`src/hdl/modbus_rtu_poll_master_macros.svh`:
```
// Assertion macros shared by the poll master RTL.
`ifndef MODBUS_RTU_POLL_MASTER_MACROS_SVH
`define MODBUS_RTU_POLL_MASTER_MACROS_SVH

// Same-cycle implication, sampled on clock, off during reset.
`define MBRP_ASSERT_NOW(lbl, ante, cons) \
   lbl: assert property (@(posedge clock) disable iff (reset) (ante) |-> (cons)) \
      else $error("assertion failed");

// Next-cycle implication, sampled on clock, off during reset.
`define MBRP_ASSERT_NEXT(lbl, ante, cons) \
   lbl: assert property (@(posedge clock) disable iff (reset) (ante) |=> (cons)) \
      else $error("assertion failed");

`endif

```
`src/hdl/mbrp_pkg.sv`:
```
// Shared types, constants and functions for the Modbus RTU poll master.
package mbrp_pkg;

   localparam int ENTRY_DEPTH = 16;
   localparam int ENTRY_AW    = $clog2(ENTRY_DEPTH);
   localparam int RX_DEPTH    = 256;
   localparam int RX_AW       = $clog2(RX_DEPTH);
   localparam int RX_CW       = RX_AW + 1;
   localparam int SCAN_IW     = 9;

   localparam logic [1:0] REQ_TICK  = 2'd0;
   localparam logic [1:0] REQ_RX    = 2'd1;
   localparam logic [1:0] REQ_SEG   = 2'd2;
   localparam logic [1:0] REQ_SPARE = 2'd3;

   localparam logic [1:0] CSR_POLL_INTERVAL = 2'd0;
   localparam logic [1:0] CSR_NUM_ENTRIES   = 2'd1;
   localparam logic [1:0] CSR_EXP_FUNC      = 2'd2;
   localparam logic [1:0] CSR_MIN_LEN       = 2'd3;

   localparam logic [7:0] RST_POLL_INTERVAL = 8'd35;
   localparam logic [4:0] RST_NUM_ENTRIES   = 5'd0;
   localparam logic [7:0] RST_EXP_FUNC      = 8'h03;
   localparam logic [8:0] RST_MIN_LEN       = 9'd25;
   localparam logic [8:0] MIN_LEN_FLOOR     = 9'd5;
   localparam logic [7:0] REQ_FUNC          = 8'h03;
   localparam logic [15:0] CRC_INIT         = 16'hFFFF;
   localparam logic [15:0] CRC_POLY         = 16'hA001;

   localparam logic RESULT_FRAME = 1'b0;
   localparam logic RESULT_MEAS  = 1'b1;

   typedef struct packed {
      logic [1:0]  req_type;
      logic [7:0]  rx_byte;
      logic [3:0]  entry_index;
      logic [7:0]  entry_addr;
      logic [7:0]  entry_word_len;
      logic [15:0] entry_reg_offset;
      logic [7:0]  entry_save_place;
      logic        entry_scale_down;
   } req_item_type;

   typedef struct packed {
      logic        result_kind;
      logic [7:0]  tx_byte;
      logic [7:0]  store_place;
      logic [31:0] store_value;
      logic        link_ok;
      logic        last;
   } rsp_item_type;

   typedef struct packed {
      logic [7:0]  addr;
      logic [7:0]  reg_count;
      logic [15:0] start_reg;
      logic [7:0]  slot;
      logic        scale_down;
   } seg_type;

   typedef struct packed {
      logic        start;
      logic        scale_down;
      logic [31:0] bits;
   } meas_cmd_type;

   typedef struct packed {
      logic        done;
      logic [31:0] value;
   } meas_res_type;

   // One byte of CRC-16/MODBUS, bit-reflected.
   function automatic logic [15:0] crc_byte(input logic [15:0] crc, input logic [7:0] data);
      logic [15:0] c;
      c = crc ^ {8'h00, data};
      for (int b = 0; b < 8; b++) begin
         c = c[0] ? ((c >> 1) ^ CRC_POLY) : (c >> 1);
      end
      return c;
   endfunction

endpackage

```
`src/hdl/modbus_rtu_poll_master.sv`:
```
// A received byte, a table write or a tick that does not fire is handled in the idle state.
// A firing tick scans the buffer and drops the head byte on address/function mismatch,
// when the length runs past the buffer or on a bad CRC, until a reply matches or too few bytes remain.
// A match reads the 4 float bytes, converts them (optionally dividing by ten) and outputs one
// measurement; setup and the 8-byte request frame follow. One item at a time; output may stall.
// Reset (synchronous): counters, link flag and registers to defaults; memories untouched.
`include "modbus_rtu_poll_master_macros.svh"

module modbus_rtu_poll_master import mbrp_pkg::*; (
   input  logic         clock,
   input  logic         reset,
   input  logic         req_valid,
   output logic         req_ready,
   input  req_item_type req_data,
   output logic         rsp_valid,
   input  logic         rsp_ready,
   output rsp_item_type rsp_data,
   input  logic         csr_we,
   input  logic [1:0]   csr_index,
   input  logic [8:0]   csr_wdata
);

   typedef enum logic [16:0] {
      ST_IDLE      = 17'b00000000000000001,
      ST_SEG_LAT   = 17'b00000000000000010,
      ST_SCAN      = 17'b00000000000000100,
      ST_B0        = 17'b00000000000001000,
      ST_B1        = 17'b00000000000010000,
      ST_LEN       = 17'b00000000000100000,
      ST_CRC       = 17'b00000000001000000,
      ST_CHK_LO    = 17'b00000000010000000,
      ST_CHK_HI    = 17'b00000000100000000,
      ST_FLT       = 17'b00000001000000000,
      ST_CONV      = 17'b00000010000000000,
      ST_MEAS_OUT  = 17'b00000100000000000,
      ST_DROP      = 17'b00001000000000000,
      ST_NEXT      = 17'b00010000000000000,
      ST_FRAME_LAT = 17'b00100000000000000,
      ST_FRAME_CRC = 17'b01000000000000000,
      ST_FRAME_OUT = 17'b10000000000000000
   } state_type;

   state_type state_ff, state_in;

   logic [7:0] poll_interval_ff, poll_interval_in;
   logic [4:0] num_entries_ff, num_entries_in;
   logic [7:0] exp_func_ff, exp_func_in;
   logic [8:0] min_len_ff, min_len_in;

   logic [RX_AW-1:0]    rx_head_ff, rx_head_in;
   logic [RX_CW-1:0]    rx_count_ff, rx_count_in;
   logic [7:0]          tick_ff, tick_in;
   logic [ENTRY_AW-1:0] pos_ff, pos_in;
   logic                link_ff, link_in;

   seg_type            seg_ff, seg_in;
   logic [7:0]         b0_ff, b0_in;
   logic [7:0]         n_ff, n_in;
   logic [15:0]        crc_ff, crc_in;
   logic [SCAN_IW-1:0] idx_ff, idx_in;
   logic [7:0]         lo_ff, lo_in;
   logic [31:0]        flt_ff, flt_in;
   logic [1:0]         fk_ff, fk_in;
   logic [2:0]         j_ff, j_in;

   logic         rsp_valid_ff, rsp_valid_in;
   rsp_item_type rsp_ff, rsp_in;

   // memory ports
   logic                rx_we;
   logic [RX_AW-1:0]    rx_waddr;
   logic [RX_AW-1:0]    rx_raddr;
   logic [7:0]          rx_rdata;
   logic [SCAN_IW-1:0]  rd_idx;
   logic                seg_we;
   logic [ENTRY_AW-1:0] seg_waddr;
   seg_type             seg_wdata;
   logic [ENTRY_AW-1:0] seg_raddr;
   seg_type             seg_rdata;

   meas_cmd_type meas_cmd;
   meas_res_type meas_res;

   logic                accept;
   logic                out_free;
   logic [ENTRY_AW:0]   used;
   logic [ENTRY_AW:0]   pos_inc;
   logic [ENTRY_AW-1:0] pos_next;
   logic [8:0]          min_len_eff;
   logic [7:0]          frame_byte;
   logic [9:0]          crc_last;

   assign req_ready = (state_ff == ST_IDLE);
   assign accept    = req_valid && req_ready;
   assign out_free  = !rsp_valid_ff || rsp_ready;
   assign rsp_valid = rsp_valid_ff;
   assign rsp_data  = rsp_ff;

   assign used        = (int'(num_entries_ff) > ENTRY_DEPTH) ? (ENTRY_AW+1)'(ENTRY_DEPTH)
                                                           : (ENTRY_AW+1)'(num_entries_ff);
   assign pos_inc     = {1'b0, pos_ff} + {{ENTRY_AW{1'b0}}, 1'b1};
   assign pos_next    = (pos_inc >= used) ? '0 : pos_inc[ENTRY_AW-1:0];
   assign min_len_eff = (min_len_ff < MIN_LEN_FLOOR) ? MIN_LEN_FLOOR : min_len_ff;
   assign crc_last    = {2'b00, n_ff} + 10'd2;

   always_comb begin
      unique case (j_ff)
         3'd0:    frame_byte = seg_ff.addr;
         3'd1:    frame_byte = REQ_FUNC;
         3'd2:    frame_byte = seg_ff.start_reg[15:8];
         3'd3:    frame_byte = seg_ff.start_reg[7:0];
         3'd4:    frame_byte = 8'h00;
         3'd5:    frame_byte = seg_ff.reg_count;
         3'd6:    frame_byte = crc_ff[7:0];
         3'd7:    frame_byte = crc_ff[15:8];
         default: frame_byte = 8'h00;
      endcase
   end

   always_comb begin
      poll_interval_in = poll_interval_ff;
      num_entries_in   = num_entries_ff;
      exp_func_in      = exp_func_ff;
      min_len_in       = min_len_ff;
      if (csr_we) begin
         unique case (csr_index)
            CSR_POLL_INTERVAL: poll_interval_in = csr_wdata[7:0];
            CSR_NUM_ENTRIES:   num_entries_in   = csr_wdata[4:0];
            CSR_EXP_FUNC:      exp_func_in      = csr_wdata[7:0];
            CSR_MIN_LEN:       min_len_in       = csr_wdata;
            default:           ;
         endcase
      end
   end

   always_comb begin
      state_in     = state_ff;
      rx_head_in   = rx_head_ff;
      rx_count_in  = rx_count_ff;
      tick_in      = tick_ff;
      pos_in       = pos_ff;
      link_in      = link_ff;
      seg_in       = seg_ff;
      b0_in        = b0_ff;
      n_in         = n_ff;
      crc_in       = crc_ff;
      idx_in       = idx_ff;
      lo_in        = lo_ff;
      flt_in       = flt_ff;
      fk_in        = fk_ff;
      j_in         = j_ff;
      rsp_in       = rsp_ff;
      rsp_valid_in = rsp_valid_ff && !rsp_ready;
      rd_idx       = '0;
      seg_raddr    = pos_ff;
      rx_we        = 1'b0;
      seg_we       = 1'b0;
      meas_cmd     = '0;

      unique case (state_ff)
         ST_IDLE: begin
            if (accept) begin
               priority if (req_data.req_type == REQ_RX) begin
                  if (int'(rx_count_ff) < RX_DEPTH) begin
                     rx_we       = 1'b1;
                     rx_count_in = rx_count_ff + RX_CW'(1);
                  end
               end else if (req_data.req_type == REQ_SEG) begin
                  seg_we = (int'(req_data.entry_index) < ENTRY_DEPTH);
               end else if (req_data.req_type == REQ_TICK) begin
                  if (used != '0) begin
                     if (tick_ff < poll_interval_ff) begin
                        tick_in = tick_ff + 8'd1;
                     end else begin
                        tick_in  = 8'd0;
                        state_in = ST_SEG_LAT;
                     end
                  end
               end else begin
               end
            end
         end
         ST_SEG_LAT: begin
            seg_in   = seg_rdata;
            state_in = ST_SCAN;
         end
         ST_SCAN: begin
            if (32'(rx_count_ff) >= 32'(min_len_eff)) begin
               rd_idx   = SCAN_IW'(0);
               state_in = ST_B0;
            end else begin
               state_in = ST_NEXT;
            end
         end
         ST_B0: begin
            b0_in    = rx_rdata;
            rd_idx   = SCAN_IW'(1);
            state_in = ST_B1;
         end
         ST_B1: begin
            if ((b0_ff == seg_ff.addr) && (rx_rdata == exp_func_ff)) begin
               rd_idx   = SCAN_IW'(2);
               state_in = ST_LEN;
            end else begin
               state_in = ST_DROP;
            end
         end
         ST_LEN: begin
            n_in = rx_rdata;
            if (32'(rx_rdata) + 32'd4 < 32'(rx_count_ff)) begin
               crc_in   = CRC_INIT;
               idx_in   = '0;
               rd_idx   = SCAN_IW'(0);
               state_in = ST_CRC;
            end else begin
               state_in = ST_DROP;
            end
         end
         ST_CRC: begin
            crc_in = crc_byte(crc_ff, rx_rdata);
            if (10'(idx_ff) == crc_last) begin
               rd_idx   = SCAN_IW'({2'b00, n_ff} + 10'd3);
               state_in = ST_CHK_LO;
            end else begin
               idx_in = idx_ff + SCAN_IW'(1);
               rd_idx = idx_ff + SCAN_IW'(1);
            end
         end
         ST_CHK_LO: begin
            lo_in    = rx_rdata;
            rd_idx   = SCAN_IW'({2'b00, n_ff} + 10'd4);
            state_in = ST_CHK_HI;
         end
         ST_CHK_HI: begin
            if ({rx_rdata, lo_ff} == crc_ff) begin
               link_in     = 1'b1;
               rx_count_in = '0;
               fk_in       = 2'd0;
               rd_idx      = SCAN_IW'(7);
               state_in    = ST_FLT;
            end else begin
               state_in = ST_DROP;
            end
         end
         ST_FLT: begin
            // bytes 7..10 arrive in order; float is bytes 9,10,7,8
            flt_in = {flt_ff[23:0], rx_rdata};
            fk_in  = fk_ff + 2'd1;
            rd_idx = SCAN_IW'(8) + SCAN_IW'(fk_ff);
            if (fk_ff == 2'd3) begin
               meas_cmd.start      = 1'b1;
               meas_cmd.scale_down = seg_ff.scale_down;
               meas_cmd.bits       = {flt_ff[7:0], rx_rdata, flt_ff[23:16], flt_ff[15:8]};
               state_in            = ST_CONV;
            end
         end
         ST_CONV: begin
            if (meas_res.done) begin
               flt_in   = meas_res.value;
               state_in = ST_MEAS_OUT;
            end
         end
         ST_MEAS_OUT: begin
            if (out_free) begin
               rsp_valid_in        = 1'b1;
               rsp_in.result_kind  = RESULT_MEAS;
               rsp_in.tx_byte      = 8'h00;
               rsp_in.store_place  = seg_ff.slot;
               rsp_in.store_value  = flt_ff;
               rsp_in.link_ok      = link_ff;
               rsp_in.last         = 1'b0;
               state_in            = ST_NEXT;
            end
         end
         ST_DROP: begin
            rx_head_in  = rx_head_ff + RX_AW'(1);
            rx_count_in = rx_count_ff - RX_CW'(1);
            link_in     = 1'b0;
            state_in    = ST_SCAN;
         end
         ST_NEXT: begin
            pos_in    = pos_next;
            seg_raddr = pos_next;
            state_in  = ST_FRAME_LAT;
         end
         ST_FRAME_LAT: begin
            seg_in   = seg_rdata;
            crc_in   = CRC_INIT;
            j_in     = 3'd0;
            state_in = ST_FRAME_CRC;
         end
         ST_FRAME_CRC: begin
            crc_in = crc_byte(crc_ff, frame_byte);
            if (j_ff == 3'd5) begin
               j_in     = 3'd0;
               state_in = ST_FRAME_OUT;
            end else begin
               j_in = j_ff + 3'd1;
            end
         end
         ST_FRAME_OUT: begin
            if (out_free) begin
               rsp_valid_in        = 1'b1;
               rsp_in.result_kind  = RESULT_FRAME;
               rsp_in.tx_byte      = frame_byte;
               rsp_in.store_place  = 8'h00;
               rsp_in.store_value  = 32'd0;
               rsp_in.link_ok      = link_ff;
               rsp_in.last         = (j_ff == 3'd7);
               j_in                = j_ff + 3'd1;
               if (j_ff == 3'd7) begin
                  state_in = ST_IDLE;
               end
            end
         end
         default: begin
            state_in = ST_IDLE;
         end
      endcase
   end

   assign rx_waddr  = rx_head_ff + RX_AW'(rx_count_ff);
   assign rx_raddr  = rx_head_ff + RX_AW'(rd_idx);
   assign seg_waddr = ENTRY_AW'(req_data.entry_index);
   assign seg_wdata = '{addr:       req_data.entry_addr,
                        reg_count:  req_data.entry_word_len,
                        start_reg:  req_data.entry_reg_offset,
                        slot:       req_data.entry_save_place,
                        scale_down: req_data.entry_scale_down};

   mbrp_ram #(.WIDTH(8), .DEPTH(RX_DEPTH)) u_rx_ram (
      .clock (clock),
      .we    (rx_we),
      .waddr (rx_waddr),
      .wdata (req_data.rx_byte),
      .raddr (rx_raddr),
      .rdata (rx_rdata)
   );

   mbrp_ram #(.WIDTH($bits(seg_type)), .DEPTH(ENTRY_DEPTH)) u_seg_ram (
      .clock (clock),
      .we    (seg_we),
      .waddr (seg_waddr),
      .wdata (seg_wdata),
      .raddr (seg_raddr),
      .rdata (seg_rdata)
   );

   mbrp_meas u_meas (
      .clock (clock),
      .reset (reset),
      .cmd   (meas_cmd),
      .res   (meas_res)
   );

   always_ff @(posedge clock) begin
      if (reset) begin
         state_ff         <= ST_IDLE;
         poll_interval_ff <= RST_POLL_INTERVAL;
         num_entries_ff   <= RST_NUM_ENTRIES;
         exp_func_ff      <= RST_EXP_FUNC;
         min_len_ff       <= RST_MIN_LEN;
         rx_head_ff       <= '0;
         rx_count_ff      <= '0;
         tick_ff          <= 8'd0;
         pos_ff           <= '0;
         link_ff          <= 1'b0;
         rsp_valid_ff     <= 1'b0;
      end else begin
         state_ff         <= state_in;
         poll_interval_ff <= poll_interval_in;
         num_entries_ff   <= num_entries_in;
         exp_func_ff      <= exp_func_in;
         min_len_ff       <= min_len_in;
         rx_head_ff       <= rx_head_in;
         rx_count_ff      <= rx_count_in;
         tick_ff          <= tick_in;
         pos_ff           <= pos_in;
         link_ff          <= link_in;
         rsp_valid_ff     <= rsp_valid_in;
      end
      seg_ff <= seg_in;
      b0_ff  <= b0_in;
      n_ff   <= n_in;
      crc_ff <= crc_in;
      idx_ff <= idx_in;
      lo_ff  <= lo_in;
      flt_ff <= flt_in;
      fk_ff  <= fk_in;
      j_ff   <= j_in;
      rsp_ff <= rsp_in;
   end

   `MBRP_ASSERT_NOW(a_rx_count_bound, 1'b1, int'(rx_count_ff) <= RX_DEPTH)
   `MBRP_ASSERT_NOW(a_last_is_frame, rsp_valid_ff && rsp_ff.last,
                    rsp_ff.result_kind == RESULT_FRAME)
   `MBRP_ASSERT_NOW(a_meas_has_link, rsp_valid_ff && (rsp_ff.result_kind == RESULT_MEAS),
                    rsp_ff.link_ok)
   `MBRP_ASSERT_NEXT(a_match_clears_buf, (state_ff == ST_CHK_HI) && (state_in == ST_FLT),
                     (rx_count_ff == '0) && link_ff)

endmodule

```
`src/hdl/mbrp_ram.sv`:
```
// Generic single-write, single-read RAM with registered read data.
module mbrp_ram #(
   parameter int WIDTH = 8,
   parameter int DEPTH = 256
) (
   input  logic                     clock,
   input  logic                     we,
   input  logic [$clog2(DEPTH)-1:0] waddr,
   input  logic [WIDTH-1:0]         wdata,
   input  logic [$clog2(DEPTH)-1:0] raddr,
   output logic [WIDTH-1:0]         rdata
);

   logic [WIDTH-1:0] mem [DEPTH];

   always_ff @(posedge clock) begin
      if (we) begin
         mem[waddr] <= wdata;
      end
      rdata <= mem[raddr];
   end

endmodule

```
`src/hdl/mbrp_meas.sv`:
```
// Measurement unit: float times ten, truncated to unsigned, optional divide by ten.
module mbrp_meas import mbrp_pkg::*; (
   input  logic         clock,
   input  logic         reset,
   input  meas_cmd_type cmd,
   output meas_res_type res
);

   typedef enum logic [4:0] {
      M_IDLE = 5'b00001,
      M_MUL  = 5'b00010,
      M_RND  = 5'b00100,
      M_DIV  = 5'b01000,
      M_DONE = 5'b10000
   } meas_state_type;

   // x / 10 == (x * ceil(2^35 / 10)) >> 35 for every 32-bit x
   localparam logic [31:0] DIV10_RECIP = 32'hCCCC_CCCD;

   meas_state_type state_ff, state_in;
   logic [31:0] bits_ff, bits_in;
   logic        scale_ff, scale_in;
   logic [27:0] prod_ff, prod_in;
   logic [7:0]  exp_ff, exp_in;
   logic        zero_ff, zero_in;
   logic        sat_ff, sat_in;
   logic [31:0] val_ff, val_in;

   logic [23:0]       mant;
   logic [23:0]       keep;
   logic              rbit, sticky, rnd;
   logic [24:0]       mr;
   logic signed [9:0] eadj;
   logic [9:0]        eneg;
   logic [63:0]       quot_wide;

   always_comb begin
      state_in = state_ff;
      bits_in  = bits_ff;
      scale_in = scale_ff;
      prod_in  = prod_ff;
      exp_in   = exp_ff;
      zero_in  = zero_ff;
      sat_in   = sat_ff;
      val_in   = val_ff;

      mant = {1'b1, bits_ff[22:0]};
      if (prod_ff[27]) begin
         keep   = prod_ff[27:4];
         rbit   = prod_ff[3];
         sticky = |prod_ff[2:0];
      end else begin
         keep   = prod_ff[26:3];
         rbit   = prod_ff[2];
         sticky = |prod_ff[1:0];
      end
      rnd  = rbit & (sticky | keep[0]);
      mr   = {1'b0, keep} + {24'd0, rnd};
      eadj = $signed({2'b00, exp_ff}) - 10'sd150 + (prod_ff[27] ? 10'sd4 : 10'sd3);
      eneg = 10'(-eadj);
      quot_wide = {32'd0, val_ff} * {32'd0, DIV10_RECIP};

      unique case (state_ff)
         M_IDLE: begin
            if (cmd.start) begin
               bits_in  = cmd.bits;
               scale_in = cmd.scale_down;
               state_in = M_MUL;
            end
         end
         M_MUL: begin
            // sign, zero/denormal, NaN -> 0; +inf -> saturate
            zero_in  = bits_ff[31] || (bits_ff[30:23] == 8'd0) ||
                       ((bits_ff[30:23] == 8'hFF) && (bits_ff[22:0] != 23'd0));
            sat_in   = !bits_ff[31] && (bits_ff[30:23] == 8'hFF) && (bits_ff[22:0] == 23'd0);
            prod_in  = {1'b0, mant, 3'b000} + {3'b000, mant, 1'b0};
            exp_in   = bits_ff[30:23];
            state_in = M_RND;
         end
         M_RND: begin
            if (zero_ff) begin
               val_in = 32'd0;
            end else if (sat_ff || (eadj > 10'sd8) || ((eadj == 10'sd8) && mr[24])) begin
               val_in = 32'hFFFF_FFFF;
            end else if (eadj >= 10'sd0) begin
               val_in = 32'(mr) << eadj[3:0];
            end else if (eneg >= 10'd25) begin
               val_in = 32'd0;
            end else begin
               val_in = 32'(mr >> eneg[4:0]);
            end
            state_in = scale_ff ? M_DIV : M_DONE;
         end
         M_DIV: begin
            // divide by ten as a reciprocal multiply
            val_in   = 32'(quot_wide >> 35);
            state_in = M_DONE;
         end
         M_DONE: begin
            state_in = M_IDLE;
         end
         default: begin
            state_in = M_IDLE;
         end
      endcase
   end

   always_ff @(posedge clock) begin
      if (reset) begin
         state_ff <= M_IDLE;
      end else begin
         state_ff <= state_in;
      end
      bits_ff  <= bits_in;
      scale_ff <= scale_in;
      prod_ff  <= prod_in;
      exp_ff   <= exp_in;
      zero_ff  <= zero_in;
      sat_ff   <= sat_in;
      val_ff   <= val_in;
   end

   assign res.done  = (state_ff == M_DONE);
   assign res.value = val_ff;

endmodule

```
`config.mk`:
```
export PLATFORM = sky130hd
export DESIGN_NAME = modbus_rtu_poll_master
export DESIGN_NICKNAME = d
export VERILOG_FILES = /design/src/hdl/mbrp_pkg.sv /design/src/hdl/modbus_rtu_poll_master.sv /design/src/hdl/mbrp_ram.sv /design/src/hdl/mbrp_meas.sv
export VERILOG_INCLUDE_DIRS = /design/src /design/src/hdl
export SDC_FILE = /design/constraint.sdc
export NUM_CORES = 2
export LEC_CHECK = 0
export ABC_AREA = 1
export BUFFER_PORTS_ARGS = -buffer_cell sky130_fd_sc_hd__clkbuf_2
export CORE_MARGIN = 3
export CORE_UTILIZATION = 45
export DETAILED_ROUTE_END_ITERATION = 8
export SLEW_MARGIN = 20
export SYNTH_ARGS = -nofsm -noshare
export SYNTH_HDL_FRONTEND = slang
export SYNTH_SLANG_ARGS = --single-unit
```
`constraint.sdc`:
```
create_clock -name clock -period 6.5 [get_ports clock]
set_clock_uncertainty 0.05 [all_clocks]
set_input_delay 1.3 -clock clock [delete_from_list [all_inputs] [get_ports clock]]
set_output_delay 1.3 -clock clock [all_outputs]
set_load 0.01 [all_outputs]
```
# [After elaboration in Yosys (flattened, before gate mapping)]
# Memory sizes are Yosys's and may differ from the RTL's. A register that Yosys moved wholly into a read port is not among the register bits.
# Index checks and enable logic that the tools add are counted.
[word_totals] ramBits=2704 output_inout_bits=53 memories=2 inputBits=71 ff_bits=364 wordCells=301
[mem_list] memory="u_rx_ram.mem" depth=256 width=8 rd=1 rd_ports_with_merged_regs=1 wr=1 line="mbrp_ram.sv:14" source="logic [WIDTH-1:0] mem [DEPTH];"
[mem_list] memory="u_seg_ram.mem" depth=16 width=41 rd=1 rd_ports_with_merged_regs=1 wr=1 line="mbrp_ram.sv:14"
[op_classes] shift=2 n_reduce_logical=52 muxes=94 mul=1 n_eq_ne=60 order_cmp=10 addsub=20 n_bitwise=22
[op_table] op="$mux 16" n=17
[op_table] op="$pmux 17 s16" n=1
[op_table] op="$mux 17" n=13
[op_table] op="$mux 32" n=5
[op_table] op="$pmux 32 s2" n=2
[op_table] op="$mux 51" n=2
[op_table] op="$pmux 51 s2" n=1
[op_table] op="$mux 34" n=2
[op_table] op="$mul 32x32->64 const B" n=1
[op_table] op="$pmux 16 s4" n=1
[op_table] op="$pmux 8 s8" n=1
[op_table] op="$mux 9" n=7
[op_table] op="$not 2->3" n=16
[op_table] op="$pmux 8 s6" n=1
[op_table] op="$mux 13" n=3
[op_table] op="$shl 25x4->32" n=1
[op_table] op="$shr 25x5->32" n=1
[op_table] op="$xor 16x8->16" n=2
[op_table] op="$add 27x25->28" n=1
[op_table] op="$ne 2x2->1 const B" n=14
[op_table] op="$pmux 9 s3" n=1
[op_table] op="$add 24x1->25" n=1
[op_table] op="$mux 24" n=1
[op_table] op="$logic_not 23->1" n=1
[op_table] op="91 further kinds" n=165

# [Logic depth before layout (Yosys ltp)]
[logic_depth] ltp_word=20 mapped_depth=31

# [By module]
# Synthesis repeated with hierarchy kept, for this count alone.
[unflattened] hier_cells=14712 hier_area_um2=153384.6
[by_module_without_submodules] mod="mbrp_ram (u_rx_ram)" instances=1 cells_per_inst=7003 area_per_inst_um2=83396.2 seq_area_each_um2=61659.1
[by_module_without_submodules] mod="mbrp_ram (u_seg_ram)" instances=1 cells_per_inst=2708 area_per_inst_um2=29104.2 seq_area_each_um2=20519.7
[by_module_without_submodules] mod="mbrp_meas" instances=1 cells_per_inst=3415 area_per_inst_um2=26994.6 seq_area_each_um2=3163.0
[by_module_without_submodules] mod="modbus_rtu_poll_master" instances=1 cells_per_inst=1586 area_per_inst_um2=13889.6 seq_area_each_um2=6906.6

# [Worst setup path after synthesis]
# No wires, ideal clock.
[synth_path] kind="register to register" startpoint="register u_meas.val_ff[20]" endpoint="register u_meas.val_ff[18], data pin" path_slack_ns=0.079 setup_ns=0.253 required_ns=6.197 arrival_time_ns=6.118 n_path_buf=0 synth_period_minus_slack_ns=6.421 path_stages_with_launch=28 cell_sequence="edfxtp_1 > ha_1 > inv_1 > fa_1 > inv_1 > fa_1 > inv_1 > fa_1 > inv_1 > fa_1 > fa_1 > fa_1 > inv_1 > fa_1 > inv_1 > ha_1 > nand2_1 > nor2_1 > inv_1 > nor2_1 > and3_1 > nand3_1 > nand3_1 > a21oi_1 > o21ai_0 > xor2_1 > nand2_1 > nand2_1"
[synth_via] elab_chain_cells=2
[synth_rtl] item="from (decl)" line="mbrp_meas.sv:27" source="logic [31:0] val_ff, val_in;"
[synth_rtl] item="from (signal assigned)" line="mbrp_meas.sv:120" source="val_ff <= val_in;"
[synth_rtl] item="$mul 32x32->64" line="mbrp_meas.sv:61" source="quot_wide = {32'd0, val_ff} * {32'd0, DIV10_RECIP};"
[synth_rtl] item="$pmux 32 s2" line="mbrp_meas.sv:63" source="unique case (state_ff)"
[synth_rtl] item="net u_meas.val_in[18]" line="mbrp_meas.sv:27"
# The timed path passes the listed nets, and every way through them passes these cells.
# A chain may end at the register's enable or synchronous reset.

# [Worst setup path after layout]
[layout_path] startpoint="register u_meas.val_ff[13]" endpoint="register u_meas.val_ff[4], data pin"
# Same word-level chain as after synthesis.

==> results_dict.tcl <==
set metrics [dict create \
    status "complete, but fails checks" \
    violations "setup timing" \
    cp_num_buf_inv 8 \
    slowest_stage "fa_2" \
    worstPathRequired_ns 7.08 \
    synth_flop_cell "edfxtp_1" \
    cts_tree "yes" \
    cts.htree.levels 5 \
    cp_max_fo 3 \
    synth_area_leaders "edfxtp_1 60%, nor2_1 5.6%, fa_1 5.2%, nand2_1 4.7%, ha_1 3.7%" \
    ys_warn_count 0 \
    end_kind "register" \
    drc 0 \
    cp-start-kind "register" \
    p_total_mw 42.03 \
    maxCapViolCount 0 \
    placementRows 211 \
    synth-seq-cells 3116 \
    post_synth.cell_area_avg_um2 11.27 \
    grt_max_degree 192 \
    antenna_found_initial 23 \
    grt_pass1_vias 99945 \
    finalMaxSlewViolations 0 \
    io_buffers 123 \
    synth_top_area_share_pct 59.51 \
    drive_gt1_share_pct 13.34 \
    crit_type "reg -> reg" \
    drt_iter0_markers 10643 \
    grt-ovfl-total 0 \
    dp_cells 17903 \
    initial_core_util_pct 45.38 \
    syn_to_final_growth_pct 15.31 \
    setup_slack_ns -0.1945 \
    place_ws_ns -0.4819 \
    grt_pass1_wl_um 654400 \
    crit_path_start "u_meas.val_ff[13]" \
    dieArea_um2 341600 \
    synth_edf_count 2984 \
    rrSetupSlack_ns -0.19 \
    worstReg2RegStart "u_meas.val_ff[13]" \
    syn_inst 13359 \
    routedWlPerCell_um 23.97 \
    grt_setup_unrepaired "yes" \
    vias_per_cell 5.588 \
    max_stage_delay_ns 0.56 \
    finalHoldViolCount 0 \
    holdCritPathClass "reg -> reg" \
    nNetsFinal 14825 \
    arrival_ns 7.27 \
    ant_nets 0 \
    ir_drop_v 0.0002270 \
    dp_hpwl_um 290600 \
    fillers 28554 \
    postLayoutCoreUtil_pct 52.32 \
    root_buffer "clkbuf_16" \
    yosysTopAreaCell "edfxtp_1" \
    synth_most_common_cell "edfxtp_1" \
    clock-sinks 3116 \
    synth_fp_nets 14265 \
    setup_violations 28 \
    synth_cell_types 67 \
    p_per_area_nw_per_um2 242.1 \
    clk_latency_ns 0.93 \
    async_flop_share_pct 0 \
    place.gp.congestion 0.9758 \
    max-slew-margin-rel_pct 19.66 \
    finalWirelength_um 445200 \
    vias 103755 \
    numCtsBuffers 336 \
    crit_family "adder cells" \
    p_leak_nw 65.22 \
    critPathMostFrequentCell "fa_1" \
    tightest_slew_ns 1.205 \
    syn-cell-area_um2 150600 \
    design_area_um2 173600 \
    clkTransAtPathRegs_ns 0.07 \
    ys_seq_area_share_pct 61.26 \
    die_h_um 584.5 \
    track_usage_pct 25.59 \
    finalCriticalPeriod_ns 6.695 \
    clockBufferDepth 4 \
    min_from "u_seg_ram.rdata[39]" \
    fin_cells 18569 \
    place_area_um2 160600 \
    firstDrtPassIters 6 \
    ios 124 \
    synth_common_cells "2984 x edfxtp_1, 2252 x nor2_1, 1875 x nand2_1" \
    core_um2 331900 \
    dieWidth_um 584.5 \
    post-route-period-util_pct 103.0 \
    max_freq_mhz 149.4 \
]
[metal layers]
metal / global-route usage (%) / wire (um)
met3: 5.343 / 38810
met5: 0 / 148
met2: 39.32 / 199300
met1: 36.55 / 192400
met4: 7.811 / 14500
[state kept, by name, summed over array words and instances, names as in the netlist, 9 cells and up]
signal and count:
u_rx_ram.mem 2048, u_seg_ram.mem 656, rsp_data 51, seg_ff 41
u_seg_ram.rdata 41, flt_ff 32, u_meas.bits_ff 32, u_meas.val_ff 32
u_meas.prod_ff 27, state_ff 17, crc_ff 16, idx_ff 9
min_len_ff 9, rx_count_ff 9
[area by class of cell]
| class | count | area [um2] | share of cell area, % |
|---|---|---|---|
| multi-input cells | 8465 | 53240 | 30.66 |
| clock buffers | 428 | 9021 | 5.195 |
| diodes | 12 | 30.03 | 0.01729 |
| well taps | 4366 | 5463 | 3.146 |
| repair buffers | 925 | 7756 | 4.467 |
| clock inverters | 182 | 1783 | 1.027 |
| inverters | 1075 | 4088 | 2.354 |
| flip-flops and latches | 3116 | 92250 | 53.13 |
[where the power goes]
part / switching [mW] / internal, mW
combinational: 0.860 / 0.244
clock: 7.97 / 10.8
sequential: 0.0571 / 22.1
[worst paths after layout]
path                      end  depth (start not counted)
min reg2reg        seg_ff[39]                          0
max reg2reg  u_meas.val_ff[4]                         26
max          u_meas.val_ff[4]                         26
min                seg_ff[39]                          0
[repair_timing]
item | in CTS | in global routing
setup buffers | 34 | 12
endpoints found under the setup margin | 29 | 31
pin swaps | 112 | 66
resized for setup | 272 | 143
cloned | 0 | 1
hold buffers | 0 | 0
[placed cells by master, fill, tap and decap left out, drive strengths merged, types with 30 or more instances in the layout]
master,n
edfxtp,2984
nor2,2268
nand2,1910
inv,1084
buf,809
o21ai,768
nand3,718
clkbuf,544
o32ai,512
ha,444
o211ai,443
fa,391
or2,311
a21oi,244
clkinv,140
xor2,133
dfxtp,132
xnor2,56
nand4,52
nor3,52
nor4,30
[logic make-up after synthesis]
kind of cell	Yosys count	share of synthesized area [%]
and+or+nand+nor	5370	14.98
xor gates and xnor gates	189	1.109
adders and majority gates	835	8.888
muxes	1	0.006648
buffers and inverters	1778	4.696
DFF	3116	61.26
AOI/OAI and AO/OA	2070	9.055
[through the flow]
step	TNS, ns	hold WS, ns
2_1_floorplan	0	0.3355
3_3_place_gp	-8.908	0.3364
3_5_place_dp	-9.172	0.3387
4_1_cts	-3.821	0.3477
5_1_grt	-8.748	0.3521
6_report	-3.452	0.3430
Note: power is estimated with default switching activity, not from simulation.
